File: src/hdl/raidmap_pkg.sv
// Shared types, codes and widths for the RAID stripe layout sector map.
// Used by the divider cells, the sector calculator and the top level.
package raidmap_pkg;

    // Parameter defaults for the top level.
    localparam int MAX_DISKS_DEF   = 16;
    localparam int STRIPE_BITS_DEF = 32;

    // Fixed field widths.
    localparam int STRIPE_IN_W = 32;
    localparam int DISK_W      = 4;
    localparam int SECTOR_W    = 37;
    localparam int STATUS_W    = 2;
    localparam int LEVEL_W     = 3;
    localparam int COUNT_W     = 5;
    localparam int CHUNK_W     = 11;

    // Chunk limits and datapath widths derived from them.
    localparam int CHUNK_MAX = 1024;
    localparam int DIV_W     = 11;  // divisor: chunk size or disk count
    localparam int REM_W     = 10;  // remainder stays below the divisor
    localparam int NC_W      = 15;  // disks times chunk, at most 31 * 1024
    localparam int ADD_W     = 16;  // offset plus chunk times disk

    // Configuration port.
    localparam int ADDR_W = 4;
    localparam int DATA_W = 32;

    // Register indexes.
    localparam logic [1:0] REG_LEVEL = 2'd0;
    localparam logic [1:0] REG_DISKS = 2'd1;
    localparam logic [1:0] REG_CHUNK = 2'd2;

    // Layout codes.
    localparam logic [LEVEL_W-1:0] LVL_RAID0  = 3'd0;
    localparam logic [LEVEL_W-1:0] LVL_RAID01 = 3'd1;
    localparam logic [LEVEL_W-1:0] LVL_RAID10 = 3'd2;
    localparam logic [LEVEL_W-1:0] LVL_RAID4  = 3'd3;
    localparam logic [LEVEL_W-1:0] LVL_RAID5  = 3'd4;

    // Cell status codes.
    localparam logic [STATUS_W-1:0] ST_DATA    = 2'd0;
    localparam logic [STATUS_W-1:0] ST_PARITY  = 2'd1;
    localparam logic [STATUS_W-1:0] ST_INVALID = 2'd2;

    // Control and side data handed from one divider cell to the next.
    typedef struct packed {
        logic              valid;
        logic [DISK_W-1:0] disk;
        logic [REM_W-1:0]  rem;
    } cell_side_t;

    // Effective configuration seen by the sector calculator.
    typedef struct packed {
        logic [LEVEL_W-1:0] level;
        logic [COUNT_W-1:0] disks;
        logic [CHUNK_W-1:0] chunk;
        logic [NC_W-1:0]    disks_x_chunk;
        logic [NC_W-1:0]    disks_x_last;
    } map_cfg_t;

endpackage

File: src/hdl/raidmap_div_cell.sv
// One cell of the restoring divider chain: takes one dividend bit per word.
// Depends on raidmap_pkg for the side data struct and widths.
module raidmap_div_cell #(
    parameter int SB = raidmap_pkg::STRIPE_BITS_DEF
) (
    input  logic                          aclk,
    input  logic                          aresetn,
    input  logic                          en,
    input  logic [raidmap_pkg::DIV_W-1:0] divisor,
    input  raidmap_pkg::cell_side_t       side_in,
    input  logic [SB-1:0]                 word_in,
    output raidmap_pkg::cell_side_t       side_out,
    output logic [SB-1:0]                 word_out
);

    logic                          valid_reg;
    logic [raidmap_pkg::DISK_W-1:0] disk_reg;
    logic [raidmap_pkg::REM_W-1:0]  rem_reg;
    logic [SB-1:0]                 word_reg;

    logic [raidmap_pkg::DIV_W-1:0] trial;
    logic [raidmap_pkg::DIV_W-1:0] diff;
    logic                          qbit;
    logic [raidmap_pkg::REM_W-1:0] rem_next;
    logic [SB-1:0]                 word_next;

    // Shift the next dividend bit into the partial remainder and try a subtract.
    always_comb begin
        trial     = {side_in.rem, word_in[SB-1]};
        diff      = trial - divisor;
        qbit      = (trial >= divisor);
        rem_next  = qbit ? diff[raidmap_pkg::REM_W-1:0] : trial[raidmap_pkg::REM_W-1:0];
        word_next = {word_in[SB-2:0], qbit};
    end

    // The cell register; only the valid bit is reset.
    always_ff @(posedge aclk) begin
        if (!aresetn) begin
            valid_reg <= 1'b0;
        end else if (en) begin
            valid_reg <= side_in.valid;
            disk_reg  <= side_in.disk;
            rem_reg   <= rem_next;
            word_reg  <= word_next;
        end
    end

    assign side_out.valid = valid_reg;
    assign side_out.disk  = disk_reg;
    assign side_out.rem   = rem_reg;
    assign word_out       = word_reg;

endmodule

File: src/hdl/raidmap_calc.sv
// Sector calculator: layout decode and multiply, then final add into the output register.
// Depends on raidmap_pkg for codes, widths and the configuration struct.
module raidmap_calc #(
    parameter int SB = raidmap_pkg::STRIPE_BITS_DEF
) (
    input  logic                             aclk,
    input  logic                             aresetn,
    input  logic                             en,
    input  raidmap_pkg::map_cfg_t            cfg,
    input  raidmap_pkg::cell_side_t          side_in,
    input  logic [SB-1:0]                    quot_in,
    output logic                             a_valid,
    input  logic                             m_ready,
    output logic                             m_valid,
    output logic [raidmap_pkg::SECTOR_W-1:0] m_sector_number,
    output logic [raidmap_pkg::STATUS_W-1:0] m_cell_status
);

    localparam int PW = SB + raidmap_pkg::NC_W;

    logic                             a_valid_reg;
    logic [PW-1:0]                    a_prod_reg;
    logic [raidmap_pkg::ADD_W-1:0]    a_add_reg;
    logic [raidmap_pkg::STATUS_W-1:0] a_status_reg;

    logic                             m_valid_reg;
    logic [raidmap_pkg::SECTOR_W-1:0] m_sector_reg;
    logic [raidmap_pkg::STATUS_W-1:0] m_status_reg;

    logic [raidmap_pkg::NC_W-1:0]     mult_next;
    logic [raidmap_pkg::ADD_W-1:0]    add_next;
    logic [raidmap_pkg::STATUS_W-1:0] status_next;
    logic [PW-1:0]                    prod_next;

    logic [raidmap_pkg::COUNT_W-1:0]  dd;
    logic [raidmap_pkg::COUNT_W-1:0]  half;
    logic [raidmap_pkg::COUNT_W-1:0]  last;
    logic [raidmap_pkg::COUNT_W-1:0]  r;
    logic [raidmap_pkg::COUNT_W-1:0]  pdisk;
    logic [raidmap_pkg::COUNT_W:0]    rot;
    logic [raidmap_pkg::COUNT_W-1:0]  col;
    logic [raidmap_pkg::SECTOR_W-1:0] sum;

    // Layout decode: pick the row multiplier, the in-row offset and the status.
    always_comb begin
        dd    = raidmap_pkg::COUNT_W'(side_in.disk);
        half  = cfg.disks >> 1;
        last  = cfg.disks - 5'd1;
        r     = side_in.rem[raidmap_pkg::COUNT_W-1:0];
        pdisk = last - r;
        rot   = {1'b0, dd} + {1'b0, r};
        if (rot >= {1'b0, cfg.disks}) begin
            rot = rot - {1'b0, cfg.disks};
        end
        col = (dd < half) ? dd : (dd - half);

        mult_next   = '0;
        add_next    = '0;
        status_next = raidmap_pkg::ST_DATA;
        if (dd >= cfg.disks) begin
            status_next = raidmap_pkg::ST_INVALID;
        end else begin
            unique case (cfg.level)
                raidmap_pkg::LVL_RAID0: begin
                    mult_next = cfg.disks_x_chunk;
                    add_next  = raidmap_pkg::ADD_W'(side_in.rem)
                              + raidmap_pkg::ADD_W'(cfg.chunk)
                              * raidmap_pkg::ADD_W'(side_in.disk);
                end
                raidmap_pkg::LVL_RAID01: begin
                    mult_next = raidmap_pkg::NC_W'(half);
                    add_next  = raidmap_pkg::ADD_W'(col);
                end
                raidmap_pkg::LVL_RAID10: begin
                    mult_next = raidmap_pkg::NC_W'(half);
                    add_next  = raidmap_pkg::ADD_W'(dd >> 1);
                end
                raidmap_pkg::LVL_RAID4: begin
                    if (dd == last) begin
                        status_next = raidmap_pkg::ST_PARITY;
                    end else begin
                        mult_next = raidmap_pkg::NC_W'(last);
                        add_next  = raidmap_pkg::ADD_W'(dd);
                    end
                end
                raidmap_pkg::LVL_RAID5: begin
                    // The chain gives the stripe over the disk count, so the row
                    // term is split into quotient and remainder shares.
                    if (dd == pdisk) begin
                        status_next = raidmap_pkg::ST_PARITY;
                    end else begin
                        mult_next = cfg.disks_x_last;
                        add_next  = raidmap_pkg::ADD_W'(r) * raidmap_pkg::ADD_W'(last)
                                  + raidmap_pkg::ADD_W'(rot);
                    end
                end
                default: begin
                    status_next = raidmap_pkg::ST_INVALID;
                end
            endcase
        end
        prod_next = PW'(quot_in) * PW'(mult_next);
    end

    // Multiply stage.
    always_ff @(posedge aclk) begin
        if (!aresetn) begin
            a_valid_reg <= 1'b0;
        end else if (en) begin
            a_valid_reg  <= side_in.valid;
            a_prod_reg   <= prod_next;
            a_add_reg    <= add_next;
            a_status_reg <= status_next;
        end
    end

    // Final add, kept to the sector width.
    always_comb begin
        sum = raidmap_pkg::SECTOR_W'(a_prod_reg) + raidmap_pkg::SECTOR_W'(a_add_reg);
    end

    // Output register: loads when a word arrives, empties when taken.
    always_ff @(posedge aclk) begin
        if (!aresetn) begin
            m_valid_reg <= 1'b0;
        end else if (en && a_valid_reg) begin
            m_valid_reg  <= 1'b1;
            m_sector_reg <= sum;
            m_status_reg <= a_status_reg;
        end else if (m_ready) begin
            m_valid_reg <= 1'b0;
        end
    end

    assign a_valid         = a_valid_reg;
    assign m_valid         = m_valid_reg;
    assign m_sector_number = m_sector_reg;
    assign m_cell_status   = m_status_reg;

endmodule

File: src/hdl/raid_layout_sector_map.sv
// Top level of the RAID stripe layout sector map: register port, divider chain, calculator.
// Depends on raidmap_pkg, raidmap_div_cell and raidmap_calc.
//
//  channel   direction  handshake          payload
//  s_        in         s_valid/s_ready    s_stripe_index, s_disk_index
//  m_        out        m_valid/m_ready    m_sector_number, m_cell_status
//  apb       in         psel/penable       paddr, pwdata, prdata
//
// One word is accepted per cycle unless the pipeline is held. A word passes through
// the divider chain (one quotient bit per cell), then the multiply stage and the
// output register. Reset needs no clearing pass; there is no memory.
// A stalled output word halts the pipeline only when the stage behind it is
// also full, so bubbles are squeezed out and input is taken meanwhile.
module raid_layout_sector_map #(
    parameter int MAX_DISKS   = raidmap_pkg::MAX_DISKS_DEF,
    parameter int STRIPE_BITS = raidmap_pkg::STRIPE_BITS_DEF
) (
    input  logic                                aclk,
    input  logic                                aresetn,
    input  logic                                s_valid,
    output logic                                s_ready,
    input  logic [raidmap_pkg::STRIPE_IN_W-1:0] s_stripe_index,
    input  logic [raidmap_pkg::DISK_W-1:0]      s_disk_index,
    output logic                                m_valid,
    input  logic                                m_ready,
    output logic [raidmap_pkg::SECTOR_W-1:0]    m_sector_number,
    output logic [raidmap_pkg::STATUS_W-1:0]    m_cell_status,
    input  logic                                psel,
    input  logic                                penable,
    input  logic                                pwrite,
    input  logic [raidmap_pkg::ADDR_W-1:0]      paddr,
    input  logic [raidmap_pkg::DATA_W-1:0]      pwdata,
    output logic [raidmap_pkg::DATA_W-1:0]      prdata,
    output logic                                pready
);

    localparam int SB     = (STRIPE_BITS < raidmap_pkg::STRIPE_IN_W) ?
                            STRIPE_BITS : raidmap_pkg::STRIPE_IN_W;
    localparam int NCLAMP = (MAX_DISKS > 31) ? 31 : MAX_DISKS;

    logic [raidmap_pkg::LEVEL_W-1:0] cfg_level_reg;
    logic [raidmap_pkg::COUNT_W-1:0] cfg_disks_reg;
    logic [raidmap_pkg::CHUNK_W-1:0] cfg_chunk_reg;
    logic [raidmap_pkg::NC_W-1:0]    nc_reg;
    logic [raidmap_pkg::NC_W-1:0]    nc_next;
    logic [raidmap_pkg::NC_W-1:0]    nl_reg;
    logic [raidmap_pkg::NC_W-1:0]    nl_next;

    logic [raidmap_pkg::COUNT_W-1:0] disks_eff;
    logic [raidmap_pkg::CHUNK_W-1:0] chunk_eff;
    logic [raidmap_pkg::DIV_W-1:0]   divisor;
    logic [1:0]                      reg_index;
    logic                            wr_en;
    logic                            advance;
    logic                            a_valid;
    raidmap_pkg::map_cfg_t           map_cfg;

    raidmap_pkg::cell_side_t side_w [0:SB];
    logic [SB-1:0]           word_w [0:SB];

    // Register port: writes land on the access phase, reads are combinational.
    assign pready    = 1'b1;
    assign reg_index = paddr[3:2];
    assign wr_en     = psel && penable && pwrite && pready;

    always_ff @(posedge aclk) begin
        if (!aresetn) begin
            cfg_level_reg <= raidmap_pkg::LVL_RAID0;
            cfg_disks_reg <= 5'd2;
            cfg_chunk_reg <= 11'd1;
        end else if (wr_en) begin
            unique case (reg_index)
                raidmap_pkg::REG_LEVEL: cfg_level_reg <= pwdata[raidmap_pkg::LEVEL_W-1:0];
                raidmap_pkg::REG_DISKS: cfg_disks_reg <= pwdata[raidmap_pkg::COUNT_W-1:0];
                raidmap_pkg::REG_CHUNK: cfg_chunk_reg <= pwdata[raidmap_pkg::CHUNK_W-1:0];
                default: ;
            endcase
        end
    end

    always_comb begin
        unique case (reg_index)
            raidmap_pkg::REG_LEVEL: prdata = raidmap_pkg::DATA_W'(cfg_level_reg);
            raidmap_pkg::REG_DISKS: prdata = raidmap_pkg::DATA_W'(cfg_disks_reg);
            raidmap_pkg::REG_CHUNK: prdata = raidmap_pkg::DATA_W'(cfg_chunk_reg);
            default:                prdata = '0;
        endcase
    end

    // Clamp the disk count and chunk size into their working ranges.
    always_comb begin
        disks_eff = (int'(cfg_disks_reg) > NCLAMP) ?
                    raidmap_pkg::COUNT_W'(NCLAMP) : cfg_disks_reg;
        if (cfg_chunk_reg == '0) begin
            chunk_eff = 11'd1;
        end else if (int'(cfg_chunk_reg) > raidmap_pkg::CHUNK_MAX) begin
            chunk_eff = raidmap_pkg::CHUNK_W'(raidmap_pkg::CHUNK_MAX);
        end else begin
            chunk_eff = cfg_chunk_reg;
        end
    end

    // Row strides for chunked striping and for rotating parity, held in registers.
    assign nc_next = raidmap_pkg::NC_W'(raidmap_pkg::NC_W'(disks_eff)
                                        * raidmap_pkg::NC_W'(chunk_eff));
    assign nl_next = raidmap_pkg::NC_W'(raidmap_pkg::NC_W'(disks_eff)
                                        * raidmap_pkg::NC_W'(disks_eff - 5'd1));

    always_ff @(posedge aclk) begin
        nc_reg <= nc_next;
        nl_reg <= nl_next;
    end

    // The divider splits the stripe by the chunk for raid0, by the disk count for raid5.
    always_comb begin
        if (cfg_level_reg == raidmap_pkg::LVL_RAID0) begin
            divisor = raidmap_pkg::DIV_W'(chunk_eff);
        end else if (cfg_level_reg == raidmap_pkg::LVL_RAID5) begin
            divisor = raidmap_pkg::DIV_W'(disks_eff);
        end else begin
            divisor = raidmap_pkg::DIV_W'(1);
        end
    end

    assign map_cfg.level         = cfg_level_reg;
    assign map_cfg.disks         = disks_eff;
    assign map_cfg.chunk         = chunk_eff;
    assign map_cfg.disks_x_chunk = nc_reg;
    assign map_cfg.disks_x_last  = nl_reg;

    // The pipeline moves unless the output word is stalled with a word right behind it.
    assign advance = !(m_valid && !m_ready && a_valid);
    assign s_ready = advance;

    // Divider chain, most significant stripe bit first.
    assign side_w[0].valid = s_valid;
    assign side_w[0].disk  = s_disk_index;
    assign side_w[0].rem   = '0;
    assign word_w[0]       = s_stripe_index[SB-1:0];

    for (genvar k = 0; k < SB; k++) begin : g_cell
        raidmap_div_cell #(
            .SB(SB)
        ) u_cell (
            .aclk    (aclk),
            .aresetn (aresetn),
            .en      (advance),
            .divisor (divisor),
            .side_in (side_w[k]),
            .word_in (word_w[k]),
            .side_out(side_w[k+1]),
            .word_out(word_w[k+1])
        );
    end

    raidmap_calc #(
        .SB(SB)
    ) u_calc (
        .aclk           (aclk),
        .aresetn        (aresetn),
        .en             (advance),
        .cfg            (map_cfg),
        .side_in        (side_w[SB]),
        .quot_in        (word_w[SB]),
        .a_valid        (a_valid),
        .m_ready        (m_ready),
        .m_valid        (m_valid),
        .m_sector_number(m_sector_number),
        .m_cell_status  (m_cell_status)
    );

    // Input is refused only when the output word and the stage behind it are both held.
    a_ready_when_room: assert property (@(posedge aclk) disable iff (!aresetn)
        !a_valid |-> s_ready)
        else $error("input refused while the multiply stage is empty");

    // An accepted word shows up in the first divider cell.
    a_accept_enters_chain: assert property (@(posedge aclk) disable iff (!aresetn)
        (s_valid && s_ready) |=> side_w[1].valid)
        else $error("accepted word missing from the first cell");

    // A held pipeline keeps the word at the end of the chain.
    a_hold_freezes_chain: assert property (@(posedge aclk) disable iff (!aresetn)
        !advance |=> $stable(side_w[SB].valid))
        else $error("divider chain moved during a stall");

    // Parity and invalid cells carry no sector number.
    a_non_data_zero: assert property (@(posedge aclk) disable iff (!aresetn)
        (m_valid && m_cell_status != raidmap_pkg::ST_DATA) |-> (m_sector_number == '0))
        else $error("non-data cell with a nonzero sector");

endmodule

File: config.mk
export PLATFORM = sky130hd
export DESIGN_NAME = raid_layout_sector_map
export DESIGN_NICKNAME = d
export VERILOG_FILES = /design/src/hdl/raidmap_pkg.sv /design/src/hdl/raidmap_div_cell.sv /design/src/hdl/raidmap_calc.sv /design/src/hdl/raid_layout_sector_map.sv
export SDC_FILE = /design/constraint.sdc
export NUM_CORES = 2
export LEC_CHECK = 0
export ABC_AREA = 1
export BUFFER_PORTS_ARGS = -buffer_cell sky130_fd_sc_hd__buf_2
export CORE_MARGIN = 2
export CORE_UTILIZATION = 36
export DETAILED_ROUTE_END_ITERATION = 7
export PLACE_DENSITY = 0.58
export SYNTH_ARGS = -nofsm -noshare
export SYNTH_HDL_FRONTEND = slang
export SYNTH_HIERARCHICAL = 1
export SYNTH_SLANG_ARGS = --single-unit
File: constraint.sdc
create_clock -name aclk -period 9.1 [get_ports aclk]
set_input_delay 1.82 -clock aclk [delete_from_list [all_inputs] [get_ports aclk]]
set_output_delay 1.82 -clock aclk [all_outputs]
set_load 0.01 [all_outputs]
== After elaboration in Yosys (flattened, before gate mapping) ==
Cells that the tools add are included.

* Bits in registers: 1,646
* Bits in latches: 0
* Bits in writable memories: 0
* Bits in read-only memories: 0
* Input port bits: 79
* Output and inout bits: 74
* Memories kept: 0

* Add/sub/neg operators: 41
* Multiply operators: 5
* Div/mod/pow operators: 0
* Magnitude comparators: 37
* Equality and inequality tests: 8
* Shifts and indexed selects: 0
* Mux-type cells: 52
* Bitwise gates (word level): 1
* Reductions and logical operators: 18

{| class="wikitable"
|+ Operators by type and width
! kind !! number
|-
| $ge 11x11->1 || 31
|-
| $mux 10 || 31
|-
| $sub 10x10->10 || 31
|-
| $pmux 16 s5 || 1
|-
| $pmux 15 s4 || 1
|-
| $add 37x16->37 || 1
|-
| $mul 32x15->37 || 1
|-
| $mux 11 || 3
|-
| $pmux 11 s3 || 1
|-
| $mux 15 || 2
|-
| $mux 5 || 4
|-
| $add 10x15->16 || 1
|-
| $mux 16 || 1
|-
| $mul 11x4->15 || 1
|-
| $mul 5x11->15 || 1
|-
| $mul 6x6->12 || 1
|-
| $add 10x6->11 || 1
|-
| $ge 1x11->1 || 1
|-
| $gt 11x11->1 const B || 1
|-
| $logic_not 11->1 || 1
|-
| $eq 4x5->1 || 2
|-
| $mul 5x5->10 || 1
|-
| $reduce_and 2->1 || 5
|-
| $sub 1x10->10 || 1
|-
| other kinds (27) || 37
|}

== Longest topological paths before layout ==
* Depth after elaboration: 9
* Depth in mapped cells: 49
* Gate-level depth less buffers: 46

== Modules after synthesis ==
The synthesis kept the hierarchy.

{| class="wikitable"
|+ Modules (own cells, without submodules)
! module !! instances !! cells each !! area an instance (µm²) !! sequential area each (µm²)
|-
| raidmap_div_cell (g_cell[16].u_cell ...) || 25 || 193 || 2,217.1 || 1,401.3
|-
| raidmap_calc || 1 || 2,552 || 21,015.2 || 2,862.7
|-
| raidmap_div_cell (g_cell[0].u_cell ...) || 7 || 194 || 2,235.9 || 1,401.3
|-
| raid_layout_sector_map || 1 || 632 || 4,644.5 || 900.9
|}

== Worst setup path before layout ==
Ideal clock, no wire load.

* Path type: register to register
* From: register cfg_disks_reg[4] in the netlist's numbering
* To: register u_calc.a_prod_reg[31], data pin
* Arrival: 8,373 ps
* Data required time: 8,842 ps
* Setup slack: 469 ps
* Cell stages (with the launch flop): 44
* Path buffers: 4
* Period minus slack after synthesis: 8,631 ps
* Cells stage by stage: dfxtp_1 > buf_2 > nor2_1 > buf_2 > inv_1 > ha_1 > or2_2 > nand2_1 > inv_1 > ha_1 > a21oi_1 > nand2_1 > nand2_1 > nand2_1 > nor2_1 > nand2_2 > nand2_4 > inv_2 > [... 8 more ...] > fa_1 > inv_1 > fa_1 > fa_1 > fa_1 > inv_1 > fa_1 > inv_1 > ha_1 > a21oi_1 > inv_1 > a31oi_1 > a21boi_0 > o21ai_1 > a21boi_0 > o21ai_1 > a21oi_1 > xnor2_1

* Cells in the longest elaborated chain, start to end: 9

{| class="wikitable"
|+ RTL lines
! what !! RTL line !! RTL
|-
| start: declaration || raid_layout_sector_map.sv:42 || <nowiki>logic [raidmap_pkg::COUNT_W-1:0] cfg_disks_reg;</nowiki>
|-
| start signal: assignment || raid_layout_sector_map.sv:74 || <nowiki>raidmap_pkg::REG_DISKS: cfg_disks_reg <= pwdata[raidmap_pkg::COUNT_W-1:0];</nowiki>
|-
| $gt 5x5->1 * || raid_layout_sector_map.sv:92 || <nowiki>disks_eff = (int'(cfg_disks_reg) > NCLAMP) ?</nowiki>
|-
| $mux 5 * || raid_layout_sector_map.sv:92 ||
|-
| named net disks_eff, one bit || raid_layout_sector_map.sv:49 || <nowiki>logic [raidmap_pkg::COUNT_W-1:0] disks_eff;</nowiki>
|-
| $sub 5x1->5 || raidmap_calc.sv:48 || <nowiki>last = cfg.disks - 5'd1;</nowiki>
|-
| $sub 5x5->5 || raidmap_calc.sv:50 || <nowiki>pdisk = last - r;</nowiki>
|-
| $eq 4x5->1 || raidmap_calc.sv:89 || <nowiki>if (dd == pdisk) begin</nowiki>
|-
| $mux 15 || raidmap_calc.sv:89 ||
|-
| $pmux 15 s4 || raidmap_calc.sv:63 || <nowiki>unique case (cfg.level)</nowiki>
|-
| $mux 15 * || raidmap_calc.sv:60 || <nowiki>if (dd >= cfg.disks) begin</nowiki>
|-
| $mul 32x15->37 * || raidmap_calc.sv:102 || <nowiki>prod_next = PW'(quot_in) * PW'(mult_next);</nowiki>
|-
| named net u_calc.prod_next[31] || raidmap_calc.sv:33 || <nowiki>logic [PW-1:0] prod_next;</nowiki>
|-
| end signal: assignment || raidmap_calc.sv:111 || <nowiki>a_prod_reg <= prod_next;</nowiki>
|-
| end: declaration || raidmap_calc.sv:22 || <nowiki>logic [PW-1:0] a_prod_reg;</nowiki>
|}

Mark *: on every way through the listed nets, which the timed path passes. The rest lies on a longest branch.
A chain may end at the register's enable or synchronous reset.

== Worst setup path in the final report ==
* From: register cfg_disks_reg[0] in the netlist's numbering
* To: register u_calc.a_prod_reg[34], data pin

* Cells in the longest elaborated chain, start to end: 9

{| class="wikitable"
|+ RTL lines
! what !! RTL line
|-
| $gt 5x5->1 || raid_layout_sector_map.sv:92
|-
| $mux 5 * || raid_layout_sector_map.sv:92
|-
| $sub 5x1->5 || raidmap_calc.sv:48
|-
| $sub 5x5->5 || raidmap_calc.sv:50
|-
| $eq 4x5->1 || raidmap_calc.sv:89
|-
| $mux 15 || raidmap_calc.sv:89
|-
| $pmux 15 s4 || raidmap_calc.sv:63
|-
| $mux 15 * || raidmap_calc.sv:60
|-
| $mul 32x15->37 * || raidmap_calc.sv:102
|-
| named net u_calc.prod_next[34] || raidmap_calc.sv:33
|}

Marked as above.

==> impl_metrics.yaml <==
power_and_ir_drop:
  ir_worst_vdd_uv: 196
  seqPwrFrac_pct: 36.4
  powerDensity_mw_per_mm2: 276
  p_leak_nw: 47.5
  comb_power_share_pct: 40.2
  swShare_pct: 38.3
  p_int_mw: 18.4
  power_frac_clock_pct: 23.4
  switching_power_mw: 11.4
critical_path:
  start_kind: "flip-flop"
  cp_max_fo: 12
  slowest_stage: "fa_1"
  path_common_cell: "inv_1"
  crit_path_end_kind: "flip-flop"
  worstSetupPathType: "reg -> reg"
  cpPeakStageDelay_ns: 0.55
  crit_required_ns: 9.61
  critPathArrivalTime_ns: 9.24
status:
  outcome: "complete, no violations"
yosys:
  synthDistinctLibCells: 59
  synth-simple-area-share_pct: 19.2
  ys_warn_count: 6
  netlist_area_mm2: 0.0967
  synthXorXnorAreaFrac_pct: 1.76
  avgSynthCellArea_um2: 10.3
  synth-compound-area-share_pct: 3.42
  ys_seq_area_share_pct: 50.2
  syn_inst: 9367
  synth_top_family_by_area: "simple AND/OR/NAND/NOR gates"
  async_flop_share_pct: 0
  synth_flop_cell: "edfxtp_1"
  synthMuxAreaShare_pct: 0.0103
  synth_edf_count: 1566
  ys_seq_elements: 1645
  synth_fa_ha_area_share_pct: 17.0
clock_network:
  clockBufferDepth: 4
  cts.sinks: 1645
  clk_latency_ns: 0.82
  cts_root_buffer: "clkbuf_16"
  post-cts-setup-buffers: 0
  numCtsBuffers: 184
  cts_resized: 0
  tritoncts: "done"
  hold_buffers: 0
  path_clk_slew_ns: 0.06
  cts_max_level: 4
route:
  drt_wl_total_um: 218000
  num_vias: 62488
  drc_errors: 0
  first_pass_iters: 6
  drt_iter0_markers: 3874
  ant_nets: 0
  wire_per_inst_um: 16.2
  viasPerCell: 4.65
sta:
  fin_crit_ns: 8.72
  worst_slack_ns: 0.377
  rsz0062_at_grt: "yes"
  slew_viol_final: 0
  tightest_slew_ns: 1.08
  slew_headroom_pct: 27.9
  setup_violations: 0
  fmax_mhz: 115
  fin_setup_tns_ns: 0
  hold_violations: 0
  finClkSkew_ns: 0.0777
  fin_crit_sh_pct: 95.9
global_route:
  grt_use_total_pct: 15.9
  grt-ovfl-total: 0
  grt_first_pass_wirelength_um: 345000
  grt_pass1_vias: 63491
  grt_antenna_before_repair: 3
  grt_max_degree: 102
layout:
  largest_register_ffs: 1024
  fin_util_pct: 40.3
  most-common-layout-cells: "nand2_1, inv_1, edfxtp_1"
  final_nets: 10867
  drive_above_1_share_pct: 11.7
  area_growth_pct: 11.6
  fill_cells: 26010
  register_area_mm2: 0.0486
  final_common_cell: "nand2_1"
  multi_input_area_mm2: 0.0403
placement:
  finalWeightedCongestion: 0.898
  hpwl_um: 158000
  numPortBuffers: 107
  place_ws_ns: 0.227
floorplan:
  die_x_um: 522
  die_y_um: 522
  start_util_pct: 36.1
  io_pins: 153
  rows: 190
  die_area_mm2: 0.273
  core_area_mm2: 0.268
hold_path:
  hp-class: "reg -> reg"
run:
  drv_cap: 0
[per-stage QoR]
stage,hold slack (ns),area (µm²),total power [mW],std cells
global placement,0.400,102000,22.8,13120
CTS,0.351,108000,30.1,13446
detailed placement,0.405,102000,22.9,13120
finish,0.366,108000,29.8,13448
floorplan,0.400,96900,20.3,9410
global route,0.367,108000,32.1,13448
[cells by family (layout without fill, tap and decap cells)]
kind of cell	count (synthesis)	after routing
multiplexers	1	1
flip-flops	1645	1645
AO/OA/AOI/OAI	566	566
adder cells (fa/ha/maj)	1034	1034
other	2	47
XOR/XNOR	194	194
buffers and inverters	1942	2426
AND/OR/NAND/NOR	3983	3983
[power groups by stage]
| stage | logic (mW) | registers, mW | clock network [mW] |
|---|---|---|---|
| after floorplan | 9.65 | 10.6 | 0 |
| after global placement | 11.8 | 11.0 | 0 |
| after detailed placement | 11.9 | 11.0 | 0 |
| after CTS | 12.0 | 10.8 | 7.21 |
| after global routing | 13.6 | 10.9 | 7.49 |
| final | 12.0 | 10.8 | 6.95 |
[per-layer routing]
layer / GRT usage (%) / share of wire (%) / up-vias
li1: - / - / 30961
met1: 19.8 / 43 / 29917
met2: 28.3 / 49 / 1222
met3: 1.94 / 3.6 / 388
met4: 5.75 / 3.7 / 0
met5: 0 / 0 / -
[synth_stat cells (36+ instances only)]
cell type	number	share of area, %
dfxtp_1	79	1.6
nand3b_1	60	0.47
nor2_1	663	2.6
nand2_2	113	0.73
nand3_2	154	1.6
inv_2	50	0.19
clkbuf_1	36	0.14
fa_1	463	9.6
xor2_1	150	1.4
buf_4	55	0.43
nand4_1	64	0.41
inv_1	1712	6.6
ha_1	571	7.4
nand2_1	2176	8.4
nand3_1	556	2.9
xnor2_1	43	0.39
a21oi_1	291	1.5
nand2_4	117	1.4
o21ai_0	123	0.64
edfxtp_1	1566	49
[critical path, delay by kind of cell, from the launching register on]
kind | cells | cell delay, ns
simple gates | 13 | 1.59
fa+ha+maj | 9 | 3.84
buf+inv | 12 | 1.22
flops | 1 | 0.35
compound gates | 7 | 1.34
xor+xnor | 1 | 0.08
[path summary, 6_finish.rpt]
check / cells after the start / slack, ns / start / endpoint
setup / recovery: 42 / 0.38 / cfg_disks_reg[0] / u_calc/a_prod_reg[34]
hold / removal: 0 / 0.37 / g_cell[13].u_cell/word_out[3] / g_cell[14].u_cell/word_out[4]
setup reg to reg: 42 / 0.38 / cfg_disks_reg[0] / u_calc/a_prod_reg[34]
hold reg to reg: 0 / 0.37 / g_cell[13].u_cell/word_out[3] / g_cell[14].u_cell/word_out[4]
[layout make-up]
| type | count | share of cell area, % |
|---|---|---|
| diodes | 2 | 0.00464 |
| well taps | 3552 | 4.12 |
| multi-input cells | 5823 | 37.3 |
| clock inverters | 109 | 0.804 |
| flip-flops and latches | 1645 | 45.0 |
| repair buffers | 319 | 2.09 |
| inverters | 1781 | 6.21 |
| clock buffers | 217 | 4.42 |
Note: power is estimated with default switching activity, not from simulation.
